## config.mk

```make
export PLATFORM = sky130hd
export DESIGN_NAME = multilevel_feedback_queue_scheduler_unit
export DESIGN_NICKNAME = d
export VERILOG_FILES = /design/src/design/mfqs_pkg.sv /design/src/design/mfqs_ctrl.sv /design/src/design/mfqs_dp.sv /design/src/design/multilevel_feedback_queue_scheduler_unit.sv
export SDC_FILE = /design/constraint.sdc
export NUM_CORES = 2
export LEC_CHECK = 0
export ABC_CLOCK_PERIOD_IN_PS = 9700
export BUFFER_PORTS_ARGS = -buffer_cell sky130_fd_sc_hd__buf_2
export CELL_PAD_IN_SITES_DETAIL_PLACEMENT = 2
export CELL_PAD_IN_SITES_GLOBAL_PLACEMENT = 2
export CORE_MARGIN = 2
export CORE_UTILIZATION = 48
export CTS_CLUSTER_DIAMETER = 100
export DETAILED_ROUTE_END_ITERATION = 8
export GPL_ROUTABILITY_DRIVEN = 1
export PLACE_DENSITY_LB_ADDON = 0.1
export REMOVE_ABC_BUFFERS = 1
export SETUP_SLACK_MARGIN = 0.4
export SLEW_MARGIN = 10
export SYNTH_ARGS = -nofsm -noshare
export SYNTH_HDL_FRONTEND = slang
export SYNTH_SLANG_ARGS = --single-unit
```

## constraint.sdc

```tcl
create_clock -name clk -period 9.7 [get_ports clk]
set_input_delay 1.94 -clock clk [delete_from_list [all_inputs] [get_ports clk]]
set_output_delay 1.94 -clock clk [all_outputs]
set_load 0.01 [all_outputs]
```

## src/design/mfqs_pkg.sv

```systemverilog
// Package for the multilevel feedback queue scheduler.
// Holds sizes, register indexes, the record type, controller states and the
// command/status structs shared by the controller, datapath and top level.
package mfqs_pkg;

  // Scheduler sizing
  localparam int NUM_LEVELS = 3;
  localparam int MAX_TASKS  = 16;

  localparam int TASK_W     = 4;                          // task id width
  localparam int LVL_W      = $clog2(NUM_LEVELS);         // level width
  localparam int CNT_W      = $clog2(MAX_TASKS + 1);      // fifo fill width
  localparam int FIFO_DEPTH = NUM_LEVELS * MAX_TASKS;     // all level fifos
  localparam int FIFO_AW    = LVL_W + TASK_W;             // {level, slot}

  // Configuration register defaults
  localparam logic [15:0] QUANTUM_RESET = 16'd500;
  localparam logic [15:0] TICK_RESET    = 16'd10;

  // Register indexes (byte address bit 2)
  localparam logic REG_QUANTUM = 1'b0;
  localparam logic REG_TICK    = 1'b1;

  // Item modes
  localparam logic MODE_ARRIVAL = 1'b0;
  localparam logic MODE_TICK    = 1'b1;

  // Per-task timing record
  typedef struct packed {
    logic [15:0] quantum_used;
    logic [31:0] elapsed;
    logic [31:0] burst;
  } rec_t;

  // Controller states
  typedef enum logic [2:0] {
    ST_IDLE,
    ST_ARR,
    ST_UPD,
    ST_PICK,
    ST_POP,
    ST_OUT
  } state_t;

  // Controller to datapath
  typedef struct packed {
    logic accept;    // latch word, start record read
    logic arr;       // handle arrival
    logic upd;       // credit tick to running task
    logic pick;      // choose level, read fifo head
    logic pop;       // dispatch the fifo head
    logic load_out;  // load result register
  } dp_cmd_t;

  // Datapath to controller
  typedef struct packed {
    logic mode;      // latched word is a tick
    logic cpu_busy;  // a task holds the CPU
    logic frees;     // running task leaves the CPU in this update
    logic nonempty;  // some level fifo holds a task
    logic out_free;  // result register can take a word
  } dp_sts_t;

endpackage

```

## src/design/mfqs_ctrl.sv

```systemverilog
// Controller state machine of the feedback queue scheduler.
// Sequences arrival, tick update, dispatch and result load; uses mfqs_pkg.
module mfqs_ctrl (
  input  logic               clk,
  input  logic               rst_n,
  input  logic               in_valid,
  output logic               in_stall,
  input  mfqs_pkg::dp_sts_t  sts,
  output mfqs_pkg::dp_cmd_t  cmd
);
  import mfqs_pkg::*;

  state_t state_r, state_nxt;

  // State register
  always_ff @(posedge clk) begin
    if (!rst_n) begin
      state_r <= ST_IDLE;
    end else begin
      state_r <= state_nxt;
    end
  end

  // Next state and commands
  always_comb begin
    state_nxt = state_r;
    cmd       = '0;
    in_stall  = 1'b1;
    case (state_r)
      ST_IDLE: begin
        in_stall = 1'b0;
        if (in_valid) begin
          cmd.accept = 1'b1;
          state_nxt  = ST_ARR;
        end
      end
      ST_ARR: begin
        // decide path on the latched word
        if (sts.mode == MODE_TICK) begin
          state_nxt = sts.cpu_busy ? ST_UPD : ST_PICK;
        end else begin
          cmd.arr   = 1'b1;
          state_nxt = ST_OUT;
        end
      end
      ST_UPD: begin
        cmd.upd   = 1'b1;
        state_nxt = sts.frees ? ST_PICK : ST_OUT;
      end
      ST_PICK: begin
        cmd.pick  = sts.nonempty;
        state_nxt = sts.nonempty ? ST_POP : ST_OUT;
      end
      ST_POP: begin
        cmd.pop   = 1'b1;
        state_nxt = ST_OUT;
      end
      ST_OUT: begin
        if (sts.out_free) begin
          cmd.load_out = 1'b1;
          state_nxt    = ST_IDLE;
        end
      end
      default: begin
        state_nxt = ST_IDLE;
      end
    endcase
  end

endmodule

```

## src/design/mfqs_dp.sv

```systemverilog
// Datapath of the feedback queue scheduler: task flags, record memory,
// level fifo memory, CPU state and result register. Uses mfqs_pkg.
module mfqs_dp (
  input  logic               clk,
  input  logic               rst_n,
  input  mfqs_pkg::dp_cmd_t  cmd,
  output mfqs_pkg::dp_sts_t  sts,
  input  logic [15:0]        quantum_ms,
  input  logic [15:0]        tick_ms,
  input  logic               in_mode,
  input  logic [3:0]         in_task_id,
  input  logic [31:0]        in_burst_ms,
  input  logic [31:0]        in_now_ms,
  output logic               out_valid,
  input  logic               out_stall,
  output logic               out_status,
  output logic               out_done_valid,
  output logic [3:0]         out_done_task,
  output logic [31:0]        out_done_time_ms,
  output logic               out_running_valid,
  output logic [3:0]         out_running_task,
  output logic [1:0]         out_running_level
);
  import mfqs_pkg::*;

  // Memories
  rec_t              rec_mem  [MAX_TASKS];
  logic [TASK_W-1:0] fifo_mem [FIFO_DEPTH];
  rec_t              rec_rd_r;
  logic [TASK_W-1:0] fifo_rd_r;

  // Latched word
  logic              mode_r, mode_nxt;
  logic [TASK_W-1:0] id_r, id_nxt;
  logic [31:0]       burst_r, burst_nxt;
  logic [31:0]       now_r, now_nxt;

  // Task flags and levels
  logic [MAX_TASKS-1:0] rec_valid_r, rec_valid_nxt;
  logic [MAX_TASKS-1:0] active_r, active_nxt;
  logic [LVL_W-1:0]     task_level_r [MAX_TASKS];
  logic [LVL_W-1:0]     task_level_nxt [MAX_TASKS];

  // Level fifo pointers
  logic [TASK_W-1:0] head_r [NUM_LEVELS];
  logic [TASK_W-1:0] head_nxt [NUM_LEVELS];
  logic [CNT_W-1:0]  count_r [NUM_LEVELS];
  logic [CNT_W-1:0]  count_nxt [NUM_LEVELS];

  // CPU state
  logic              cpu_busy_r, cpu_busy_nxt;
  logic [TASK_W-1:0] cpu_task_r, cpu_task_nxt;
  logic [LVL_W-1:0]  cpu_level_r, cpu_level_nxt;
  logic [LVL_W-1:0]  pick_lvl_r, pick_lvl_nxt;

  // Per-item results
  logic              status_r, status_nxt;
  logic              done_valid_r, done_valid_nxt;
  logic [TASK_W-1:0] done_task_r, done_task_nxt;
  logic [31:0]       done_time_r, done_time_nxt;

  // Result register
  logic              out_valid_r, out_valid_nxt;
  logic              o_status_r, o_status_nxt;
  logic              o_done_valid_r, o_done_valid_nxt;
  logic [3:0]        o_done_task_r, o_done_task_nxt;
  logic [31:0]       o_done_time_r, o_done_time_nxt;
  logic              o_run_valid_r, o_run_valid_nxt;
  logic [3:0]        o_run_task_r, o_run_task_nxt;
  logic [1:0]        o_run_level_r, o_run_level_nxt;

  // Combinational helpers
  logic              push_en, push_ok;
  logic [LVL_W-1:0]  push_lvl;
  logic [TASK_W-1:0] push_id;
  logic [FIFO_AW-1:0] fifo_wa;
  logic              rec_we;
  rec_t              rec_wd;
  logic [TASK_W-1:0] rec_wa;
  logic [32:0]       e_sum;
  logic [31:0]       e_sat;
  logic [16:0]       q_sum;
  logic [15:0]       q_sat;
  logic              upd_done, upd_demote;
  logic [LVL_W-1:0]  demote_lvl;
  logic [LVL_W-1:0]  pick_lvl;
  logic              nonempty;

  // Tick arithmetic, saturating
  always_comb begin
    e_sum      = {1'b0, rec_rd_r.elapsed} + {17'b0, tick_ms};
    e_sat      = e_sum[32] ? 32'hFFFF_FFFF : e_sum[31:0];
    q_sum      = {1'b0, rec_rd_r.quantum_used} + {1'b0, tick_ms};
    q_sat      = q_sum[16] ? 16'hFFFF : q_sum[15:0];
    upd_done   = (e_sat >= rec_rd_r.burst);
    upd_demote = !upd_done && (q_sat >= quantum_ms);
    demote_lvl = (cpu_level_r < LVL_W'(NUM_LEVELS - 1)) ? cpu_level_r + 1'b1 : cpu_level_r;
  end

  // Highest-priority non-empty level (lowest index, level 0 first)
  always_comb begin
    pick_lvl = '0;
    nonempty = 1'b0;
    for (int lv = NUM_LEVELS - 1; lv >= 0; lv--) begin
      if (count_r[lv] != '0) begin
        pick_lvl = LVL_W'(lv);
        nonempty = 1'b1;
      end
    end
  end

  // Next state of the datapath
  always_comb begin
    mode_nxt       = mode_r;
    id_nxt         = id_r;
    burst_nxt      = burst_r;
    now_nxt        = now_r;
    rec_valid_nxt  = rec_valid_r;
    active_nxt     = active_r;
    task_level_nxt = task_level_r;
    head_nxt       = head_r;
    count_nxt      = count_r;
    cpu_busy_nxt   = cpu_busy_r;
    cpu_task_nxt   = cpu_task_r;
    cpu_level_nxt  = cpu_level_r;
    pick_lvl_nxt   = pick_lvl_r;
    status_nxt     = status_r;
    done_valid_nxt = done_valid_r;
    done_task_nxt  = done_task_r;
    done_time_nxt  = done_time_r;
    push_en        = 1'b0;
    push_lvl       = '0;
    push_id        = '0;
    rec_we         = 1'b0;
    rec_wa         = cpu_task_r;
    rec_wd         = rec_rd_r;

    // Latch the accepted word
    if (cmd.accept) begin
      mode_nxt       = in_mode;
      id_nxt         = in_task_id;
      burst_nxt      = in_burst_ms;
      now_nxt        = in_now_ms;
      status_nxt     = 1'b0;
      done_valid_nxt = 1'b0;
    end

    // Arrival: reject if queued or running, else requeue or create record
    if (cmd.arr) begin
      if (active_r[id_r]) begin
        status_nxt = 1'b1;
      end else begin
        active_nxt[id_r] = 1'b1;
        push_en          = 1'b1;
        push_id          = id_r;
        if (rec_valid_r[id_r]) begin
          push_lvl = task_level_r[id_r];
        end else begin
          rec_valid_nxt[id_r]  = 1'b1;
          task_level_nxt[id_r] = '0;
          rec_we               = 1'b1;
          rec_wa               = id_r;
          rec_wd.quantum_used  = '0;
          rec_wd.elapsed       = '0;
          rec_wd.burst         = burst_r;
        end
      end
    end

    // Tick: credit running task, finish or demote
    if (cmd.upd) begin
      rec_we              = 1'b1;
      rec_wa              = cpu_task_r;
      rec_wd.elapsed      = e_sat;
      rec_wd.quantum_used = upd_demote ? 16'd0 : q_sat;
      if (upd_done) begin
        rec_valid_nxt[cpu_task_r] = 1'b0;
        active_nxt[cpu_task_r]    = 1'b0;
        cpu_busy_nxt              = 1'b0;
        done_valid_nxt            = 1'b1;
        done_task_nxt             = cpu_task_r;
        done_time_nxt             = now_r;
      end else if (upd_demote) begin
        task_level_nxt[cpu_task_r] = demote_lvl;
        cpu_busy_nxt               = 1'b0;
        push_en                    = 1'b1;
        push_lvl                   = demote_lvl;
        push_id                    = cpu_task_r;
      end
    end

    // Fifo tail push, dropped when full
    if (push_ok) begin
      count_nxt[push_lvl] = count_r[push_lvl] + 1'b1;
    end

    // Remember which level the head read came from
    if (cmd.pick) begin
      pick_lvl_nxt = pick_lvl;
    end

    // Dispatch the head of the chosen level
    if (cmd.pop) begin
      cpu_busy_nxt              = 1'b1;
      cpu_task_nxt              = fifo_rd_r;
      cpu_level_nxt             = pick_lvl_r;
      task_level_nxt[fifo_rd_r] = pick_lvl_r;
      head_nxt[pick_lvl_r]      = head_r[pick_lvl_r] + 1'b1;
      count_nxt[pick_lvl_r]     = count_r[pick_lvl_r] - 1'b1;
    end
  end

  assign push_ok = push_en && (count_r[push_lvl] < CNT_W'(MAX_TASKS));
  assign fifo_wa = {push_lvl, head_r[push_lvl] + count_r[push_lvl][TASK_W-1:0]};

  // Result register
  always_comb begin
    out_valid_nxt    = out_valid_r;
    o_status_nxt     = o_status_r;
    o_done_valid_nxt = o_done_valid_r;
    o_done_task_nxt  = o_done_task_r;
    o_done_time_nxt  = o_done_time_r;
    o_run_valid_nxt  = o_run_valid_r;
    o_run_task_nxt   = o_run_task_r;
    o_run_level_nxt  = o_run_level_r;
    if (cmd.load_out) begin
      out_valid_nxt    = 1'b1;
      o_status_nxt     = status_r;
      o_done_valid_nxt = done_valid_r;
      o_done_task_nxt  = done_valid_r ? done_task_r : 4'd0;
      o_done_time_nxt  = done_valid_r ? done_time_r : 32'd0;
      o_run_valid_nxt  = cpu_busy_r;
      o_run_task_nxt   = cpu_busy_r ? cpu_task_r : 4'd0;
      o_run_level_nxt  = cpu_busy_r ? 2'(cpu_level_r) : 2'd0;
    end else if (out_valid_r && !out_stall) begin
      out_valid_nxt = 1'b0;
    end
  end

  // Record memory: read at accept for the running task, one write port
  always_ff @(posedge clk) begin
    if (cmd.accept) begin
      rec_rd_r <= rec_mem[cpu_task_r];
    end
    if (rec_we) begin
      rec_mem[rec_wa] <= rec_wd;
    end
  end

  // Level fifo memory: tail write, head read
  always_ff @(posedge clk) begin
    if (cmd.pick) begin
      fifo_rd_r <= fifo_mem[{pick_lvl, head_r[pick_lvl]}];
    end
    if (push_ok) begin
      fifo_mem[fifo_wa] <= push_id;
    end
  end

  // Control registers
  always_ff @(posedge clk) begin
    if (!rst_n) begin
      rec_valid_r <= '0;
      active_r    <= '0;
      head_r      <= '{default: '0};
      count_r     <= '{default: '0};
      cpu_busy_r  <= 1'b0;
      cpu_task_r  <= '0;
      cpu_level_r <= '0;
      out_valid_r <= 1'b0;
    end else begin
      rec_valid_r <= rec_valid_nxt;
      active_r    <= active_nxt;
      head_r      <= head_nxt;
      count_r     <= count_nxt;
      cpu_busy_r  <= cpu_busy_nxt;
      cpu_task_r  <= cpu_task_nxt;
      cpu_level_r <= cpu_level_nxt;
      out_valid_r <= out_valid_nxt;
    end
  end

  // Payload registers
  always_ff @(posedge clk) begin
    mode_r         <= mode_nxt;
    id_r           <= id_nxt;
    burst_r        <= burst_nxt;
    now_r          <= now_nxt;
    task_level_r   <= task_level_nxt;
    pick_lvl_r     <= pick_lvl_nxt;
    status_r       <= status_nxt;
    done_valid_r   <= done_valid_nxt;
    done_task_r    <= done_task_nxt;
    done_time_r    <= done_time_nxt;
    o_status_r     <= o_status_nxt;
    o_done_valid_r <= o_done_valid_nxt;
    o_done_task_r  <= o_done_task_nxt;
    o_done_time_r  <= o_done_time_nxt;
    o_run_valid_r  <= o_run_valid_nxt;
    o_run_task_r   <= o_run_task_nxt;
    o_run_level_r  <= o_run_level_nxt;
  end

  // Status to controller
  always_comb begin
    sts.mode     = mode_r;
    sts.cpu_busy = cpu_busy_r;
    sts.frees    = upd_done || upd_demote;
    sts.nonempty = nonempty;
    sts.out_free = !out_valid_r || !out_stall;
  end

  assign out_valid         = out_valid_r;
  assign out_status        = o_status_r;
  assign out_done_valid    = o_done_valid_r;
  assign out_done_task     = o_done_task_r;
  assign out_done_time_ms  = o_done_time_r;
  assign out_running_valid = o_run_valid_r;
  assign out_running_task  = o_run_task_r;
  assign out_running_level = o_run_level_r;

endmodule

```

## src/design/multilevel_feedback_queue_scheduler_unit.sv

```systemverilog
// Three-level feedback queue scheduler. Each input word is an arrival
// (mode 0) or a tick (mode 1) and yields exactly one result word, in order.
// An arrival passes the idle (accept), arrival and output states. A tick
// passes idle and arrival, then the update state when a task holds the CPU,
// the pick state when the CPU is idle or the running task leaves, the pop
// state when a queued task is dispatched, and last the output state.
// The controller spends one state per step: the task record is read at
// acceptance and written back in the arrival or update state, and the level
// fifo memory head is read through a registered port in the pick state,
// before the pop state dispatches it. A new word is taken while a result
// still waits in the output register; a finished result waits in the output
// state while a stalled output word holds the result register. Registers sit at
// byte address 0 (quantum_ms) and 4 (tick_ms). Uses mfqs_pkg, mfqs_ctrl,
// mfqs_dp.
module multilevel_feedback_queue_scheduler_unit (
  input  logic        clk,
  input  logic        rst_n,
  // configuration port
  input  logic        psel,
  input  logic        penable,
  input  logic        pwrite,
  input  logic [2:0]  paddr,
  input  logic [31:0] pwdata,
  output logic [31:0] prdata,
  output logic        pready,
  // input channel
  input  logic        in_valid,
  output logic        in_stall,
  input  logic        in_mode,
  input  logic [3:0]  in_task_id,
  input  logic [31:0] in_burst_ms,
  input  logic [31:0] in_now_ms,
  // result channel
  output logic        out_valid,
  input  logic        out_stall,
  output logic        out_status,
  output logic        out_done_valid,
  output logic [3:0]  out_done_task,
  output logic [31:0] out_done_time_ms,
  output logic        out_running_valid,
  output logic [3:0]  out_running_task,
  output logic [1:0]  out_running_level
);
  import mfqs_pkg::*;

  logic [15:0] quantum_r, quantum_nxt;
  logic [15:0] tick_r, tick_nxt;
  logic        cfg_wr;
  dp_cmd_t     cmd;
  dp_sts_t     sts;

  // Configuration registers
  assign pready = 1'b1;
  assign cfg_wr = psel && penable && pwrite && pready;

  always_comb begin
    quantum_nxt = quantum_r;
    tick_nxt    = tick_r;
    if (cfg_wr) begin
      case (paddr[2])
        REG_QUANTUM: quantum_nxt = pwdata[15:0];
        REG_TICK:    tick_nxt    = pwdata[15:0];
        default:     ;
      endcase
    end
  end

  always_ff @(posedge clk) begin
    if (!rst_n) begin
      quantum_r <= QUANTUM_RESET;
      tick_r    <= TICK_RESET;
    end else begin
      quantum_r <= quantum_nxt;
      tick_r    <= tick_nxt;
    end
  end

  // Register read back
  always_comb begin
    case (paddr[2])
      REG_QUANTUM: prdata = {16'd0, quantum_r};
      REG_TICK:    prdata = {16'd0, tick_r};
      default:     prdata = '0;
    endcase
  end

  mfqs_ctrl u_ctrl (
    .clk      (clk),
    .rst_n    (rst_n),
    .in_valid (in_valid),
    .in_stall (in_stall),
    .sts      (sts),
    .cmd      (cmd)
  );

  mfqs_dp u_dp (
    .clk               (clk),
    .rst_n             (rst_n),
    .cmd               (cmd),
    .sts               (sts),
    .quantum_ms        (quantum_r),
    .tick_ms           (tick_r),
    .in_mode           (in_mode),
    .in_task_id        (in_task_id),
    .in_burst_ms       (in_burst_ms),
    .in_now_ms         (in_now_ms),
    .out_valid         (out_valid),
    .out_stall         (out_stall),
    .out_status        (out_status),
    .out_done_valid    (out_done_valid),
    .out_done_task     (out_done_task),
    .out_done_time_ms  (out_done_time_ms),
    .out_running_valid (out_running_valid),
    .out_running_task  (out_running_task),
    .out_running_level (out_running_level)
  );

endmodule
```

==> load_flow_metrics.sql <==
INSERT INTO impl_metrics (metric_group, metric, value, unit) VALUES
('sta', 'finClkSkew', '0.03135', 'ns'),
('synth', 'seq_area_frac_synth', '0.7250', ''),
('routing', 'totalWireLength', '234.0', 'mm'),
('synth', 'postSynth.topFlopCell', 'sky130_fd_sc_hd__edfxtp_1', ''),
('clock_tree', 'cts_htree_levels', '4', ''),
('setup_path', 'critPathTopFamily', 'compound AO/OA/AOI/OAI gates', ''),
('global_routing', 'groute.layer.met3.usage', '0.04484', ''),
('synth', 'synthesized_area', '74500', 'sq um'),
('synth', 'synth_largest_type_area_fraction', '0.6884', ''),
('global_routing', 'grt_first_pass_wirelength', '336.3', 'mm'),
('setup_path', 'depth_of_the_worst_register_to_register_path', '28', ''),
('synth', 'yosysUniqueCellTypes', '84', ''),
('global_routing', 'grt_met2_use', '0.5195', ''),
('clock_tree', 'clock_sink_count', '1844', ''),
('setup_path', 'cp.depth', '28', ''),
('sta', 'layout_worst_path_cycle_share', '0.9430', ''),
('power_and_ir_drop', 'powerDensity', '217.4', 'nW/um^2'),
('floorplanning', 'fp.coreArea', '154000', 'sq um'),
('power_and_ir_drop', 'irDropWorstVdd', '0.1716', 'mV'),
('setup_path', 'reg2reg_from', 'tick_r[0]$_SDFFE_PN0P_', ''),
('setup_path', 'kind_of_critical_path', 'reg2reg', ''),
('clock_tree', 'cts.root.buffer_cell', 'sky130_fd_sc_hd__clkbuf_16', ''),
('global_routing', 'grt_usage', '0.2977', ''),
('routing', 'drtPass1Iterations', '5', ''),
('synth', 'synth-edff-count', '1708', ''),
('setup_path', 'worst-path-max-fanout', '21', ''),
('setup_path', 'endpoint_kind', 'flip-flop', ''),
('synth', 'syn_inst', '4026', ''),
('routing', 'wl_per_cell', '35.96', 'um'),
('setup_path', 'worstReg2RegEnd', 'u_dp.fifo_mem[1][3]$_DFFE_PP_', ''),
('clock_tree', 'clk-insertion-delay-late', '0.81', 'ns'),
('placed_design', 'place_congestion', '0.7912', ''),
('sta', 'hold_violations', '0', ''),
('floorplanning', 'chipHeight', '398.0', 'um'),
('status', 'failed_checks', 'max-capacitance violations', ''),
('layout', 'most_frequent_cells_in_the_layout', 'sky130_fd_sc_hd__edfxtp_1, sky130_fd_sc_hd__mux4_2, sky130_fd_sc_hd__nand2_1', ''),
('layout', 'design_area', '84810', 'sq um'),
('synth', 'yosysWarningCount', '0', ''),
('layout', 'layout.cells.most_common', 'sky130_fd_sc_hd__edfxtp_1', ''),
('setup_path', 'cpMaxStageDelayCell', 'sky130_fd_sc_hd__fa_1', ''),
('setup_path', 'cp_data_arrival_time', '9.58', 'ns'),
('global_routing', 'largest_net_degree_at_the_start_of_global_routing', '132', ''),
('power_and_ir_drop', 'p_leak', '27.20', 'nW'),
('setup_path', 'setup.worst_path.start_class', 'flip-flop', ''),
('synth', 'synth.largest_area_cell', 'sky130_fd_sc_hd__edfxtp_1', ''),
('global_routing', 'grt_pass1_vias', '45130', ''),
('clock_tree', 'cts_tree', 'done', ''),
('placed_design', 'dpl_cell_area', '78200', 'sq um'),
('status', 'run_status', 'complete, but fails checks', ''),
('floorplanning', 'width_of_the_die', '398.0', 'um'),
('layout', 'area_growth', '13.83', '%'),
('placed_design', 'io_buffer_count', '155', ''),
('synth', 'asyncSetResetFlopFracSynth', '0', ''),
('placed_design', 'hpwlAfterDp', '133.3', 'mm'),
('global_routing', 'global_route.peak_usage_layer', 'met2', ''),
('global_routing', 'use_met1', '0.3842', ''),
('synth', 'postSynthRegisterBits', '1844', ''),
('sta', 'worst-slew-pin-transition', '1.486', 'ns'),
('sta', 'hold_ws', '0.4223', 'ns'),
('layout', 'layout-drive-gt1-share', '0.2638', ''),
('setup_path', 'endpoint', 'u_dp.fifo_mem[1][3]$_DFFE_PP_', ''),
('layout', 'final_util', '0.5505', ''),
('routing', 'number_of_nets_still_failing_antenna_checks_after_routing', '0', ''),
('placed_design', 'dp.cells', '6141', ''),
('setup_path', 'worst_ep_required', '10.13', 'ns'),
('setup_path', 'path_buf_inv', '3', ''),
('sta', 'period_minus_slack', '9.147', 'ns'),
('flow_run', 'drv.max_cap_violation_count', '1', ''),
('clock_tree', 'numCtsBuffers', '192', ''),
('sta', 'setup-violations-final', '0', ''),
('hold_path', 'hold_path_class', 'reg2reg', '');
-- state kept, by name, summed over array words and instances, names as in the netlist, 32 cells and up --
signal	count
u_dp.rec_mem	1280
u_dp.fifo_mem	192
u_dp.done_time_r	32
u_dp.rec_rd_r	80
u_dp.burst_r	32
u_dp.now_r	32
u_dp.task_level_r	32
u_dp.out_done_time_ms	32
-- cell usage after synthesis (17+ instances only) --
cell type                     n
sky130_fd_sc_hd__edfxtp_1  1708
sky130_fd_sc_hd__dfxtp_1    136
sky130_fd_sc_hd__nor2b_1     18
sky130_fd_sc_hd__clkbuf_1   167
sky130_fd_sc_hd__and2_1      49
sky130_fd_sc_hd__buf_1       30
sky130_fd_sc_hd__a22o_1      22
sky130_fd_sc_hd__o21ai_0     95
sky130_fd_sc_hd__inv_1       63
sky130_fd_sc_hd__ha_1        87
sky130_fd_sc_hd__nand3_1     24
sky130_fd_sc_hd__a21oi_1    163
sky130_fd_sc_hd__nor2_1     197
sky130_fd_sc_hd__a211oi_1    19
sky130_fd_sc_hd__a22oi_1     38
sky130_fd_sc_hd__nor3_1      76
sky130_fd_sc_hd__buf_4       19
sky130_fd_sc_hd__a21o_1      17
sky130_fd_sc_hd__nand2_1    274
sky130_fd_sc_hd__mux2i_1     39
sky130_fd_sc_hd__mux4_2     466
sky130_fd_sc_hd__xor2_1      17
sky130_fd_sc_hd__xnor2_1     27
-- worst reg2reg max path, delay by kind of cell, from the launching register on --
family	cells	cell delay, ns
flops	1	0.47
fa+ha+maj	5	1.66
buf+inv	3	0.75
simple gates	6	1.88
mux	1	0.23
compound gates	13	3.78
-- timing repair --
| item | in CTS | in global routing |
|---|---|---|
| endpoints found under the setup margin | 176 | 192 |
| pin swaps | 0 | 8 |
| hold buffers | 0 | 0 |
| gates resized for setup | 38 | 41 |
| setup buffers | 2 | 7 |
-- area by class of cell --
type,instances,area (sq um),area share
Antenna cell,2,5.005,0.00005901
Clock buffer,248,5086,0.05997
Clock inverter,107,1002,0.01182
Inverter,67,259.0,0.003054
Multi-Input combinational cell,1899,19930,0.2350
Sequential cell,1844,54030,0.6371
Tap cell,2044,2557,0.03016
Timing Repair Buffer,296,1942,0.02290
-- per-layer routing --
metal | wire length, um | vias to the layer above
met2 | 121300 | 1631
li1 | - | 16760
met5 | 69 | -
met4 | 7638 | 12
met3 | 12530 | 438
met1 | 92470 | 22280
-- kinds of logic after synthesis --
kind of cell,after synthesis,share of synthesized area
flip-flops,1844,0.7250
multiplexers,523,0.1489
AND/OR/NAND/NOR,743,0.04632
adder cells (fa/ha/maj),90,0.01542
XOR/XNOR,48,0.006147
other,2,0.0001008
buffers and inverters,298,0.01664
AO/OA/AOI/OAI,478,0.04150
-- where the power goes --
group / total (mW) / leakage, nW / switching, mW / internal [mW]
clock network: 7.35 / 2.96 / 3.26 / 4.09
registers: 9.31 / 16.6 / 0.139 / 9.18
logic: 1.77 / 7.61 / 1.18 / 0.591
-- metrics by stage --
stage	setup WS [ns]	setup TNS (ns)	power (mW)
3_3_place_gp	0.6727	0	11.04
4_1_cts	0.2956	0	18.56
3_5_place_dp	0.1816	0	11.20
5_1_grt	0.3837	0	18.93
2_1_floorplan	-8.086	-9434.85	10.58
6_report	0.5527	0	18.44
-- worst min path at each step --
stage | endpoint | from | slack, ns | cells after the start
final | u_dp.done_time_r[7]$_DFFE_PP_ | u_dp.now_r[7]$_DFFE_PP_ | 0.42 | 0
after global routing | u_dp.done_time_r[3]$_DFFE_PP_ | u_dp.now_r[3]$_DFFE_PP_ | 0.43 | 0
after CTS | u_dp.done_time_r[7]$_DFFE_PP_ | u_dp.now_r[7]$_DFFE_PP_ | 0.42 | 0
after detailed placement | u_dp.done_time_r[21]$_DFFE_PP_ | u_dp.now_r[21]$_DFFE_PP_ | 0.41 | 0
after global placement | u_dp.done_time_r[1]$_DFFE_PP_ | u_dp.now_r[1]$_DFFE_PP_ | 0.40 | 0
after floorplan | u_dp.done_time_r[0]$_DFFE_PP_ | u_dp.now_r[0]$_DFFE_PP_ | 0.40 | 0
No activity file was read; power rests on OpenSTA's default activity.
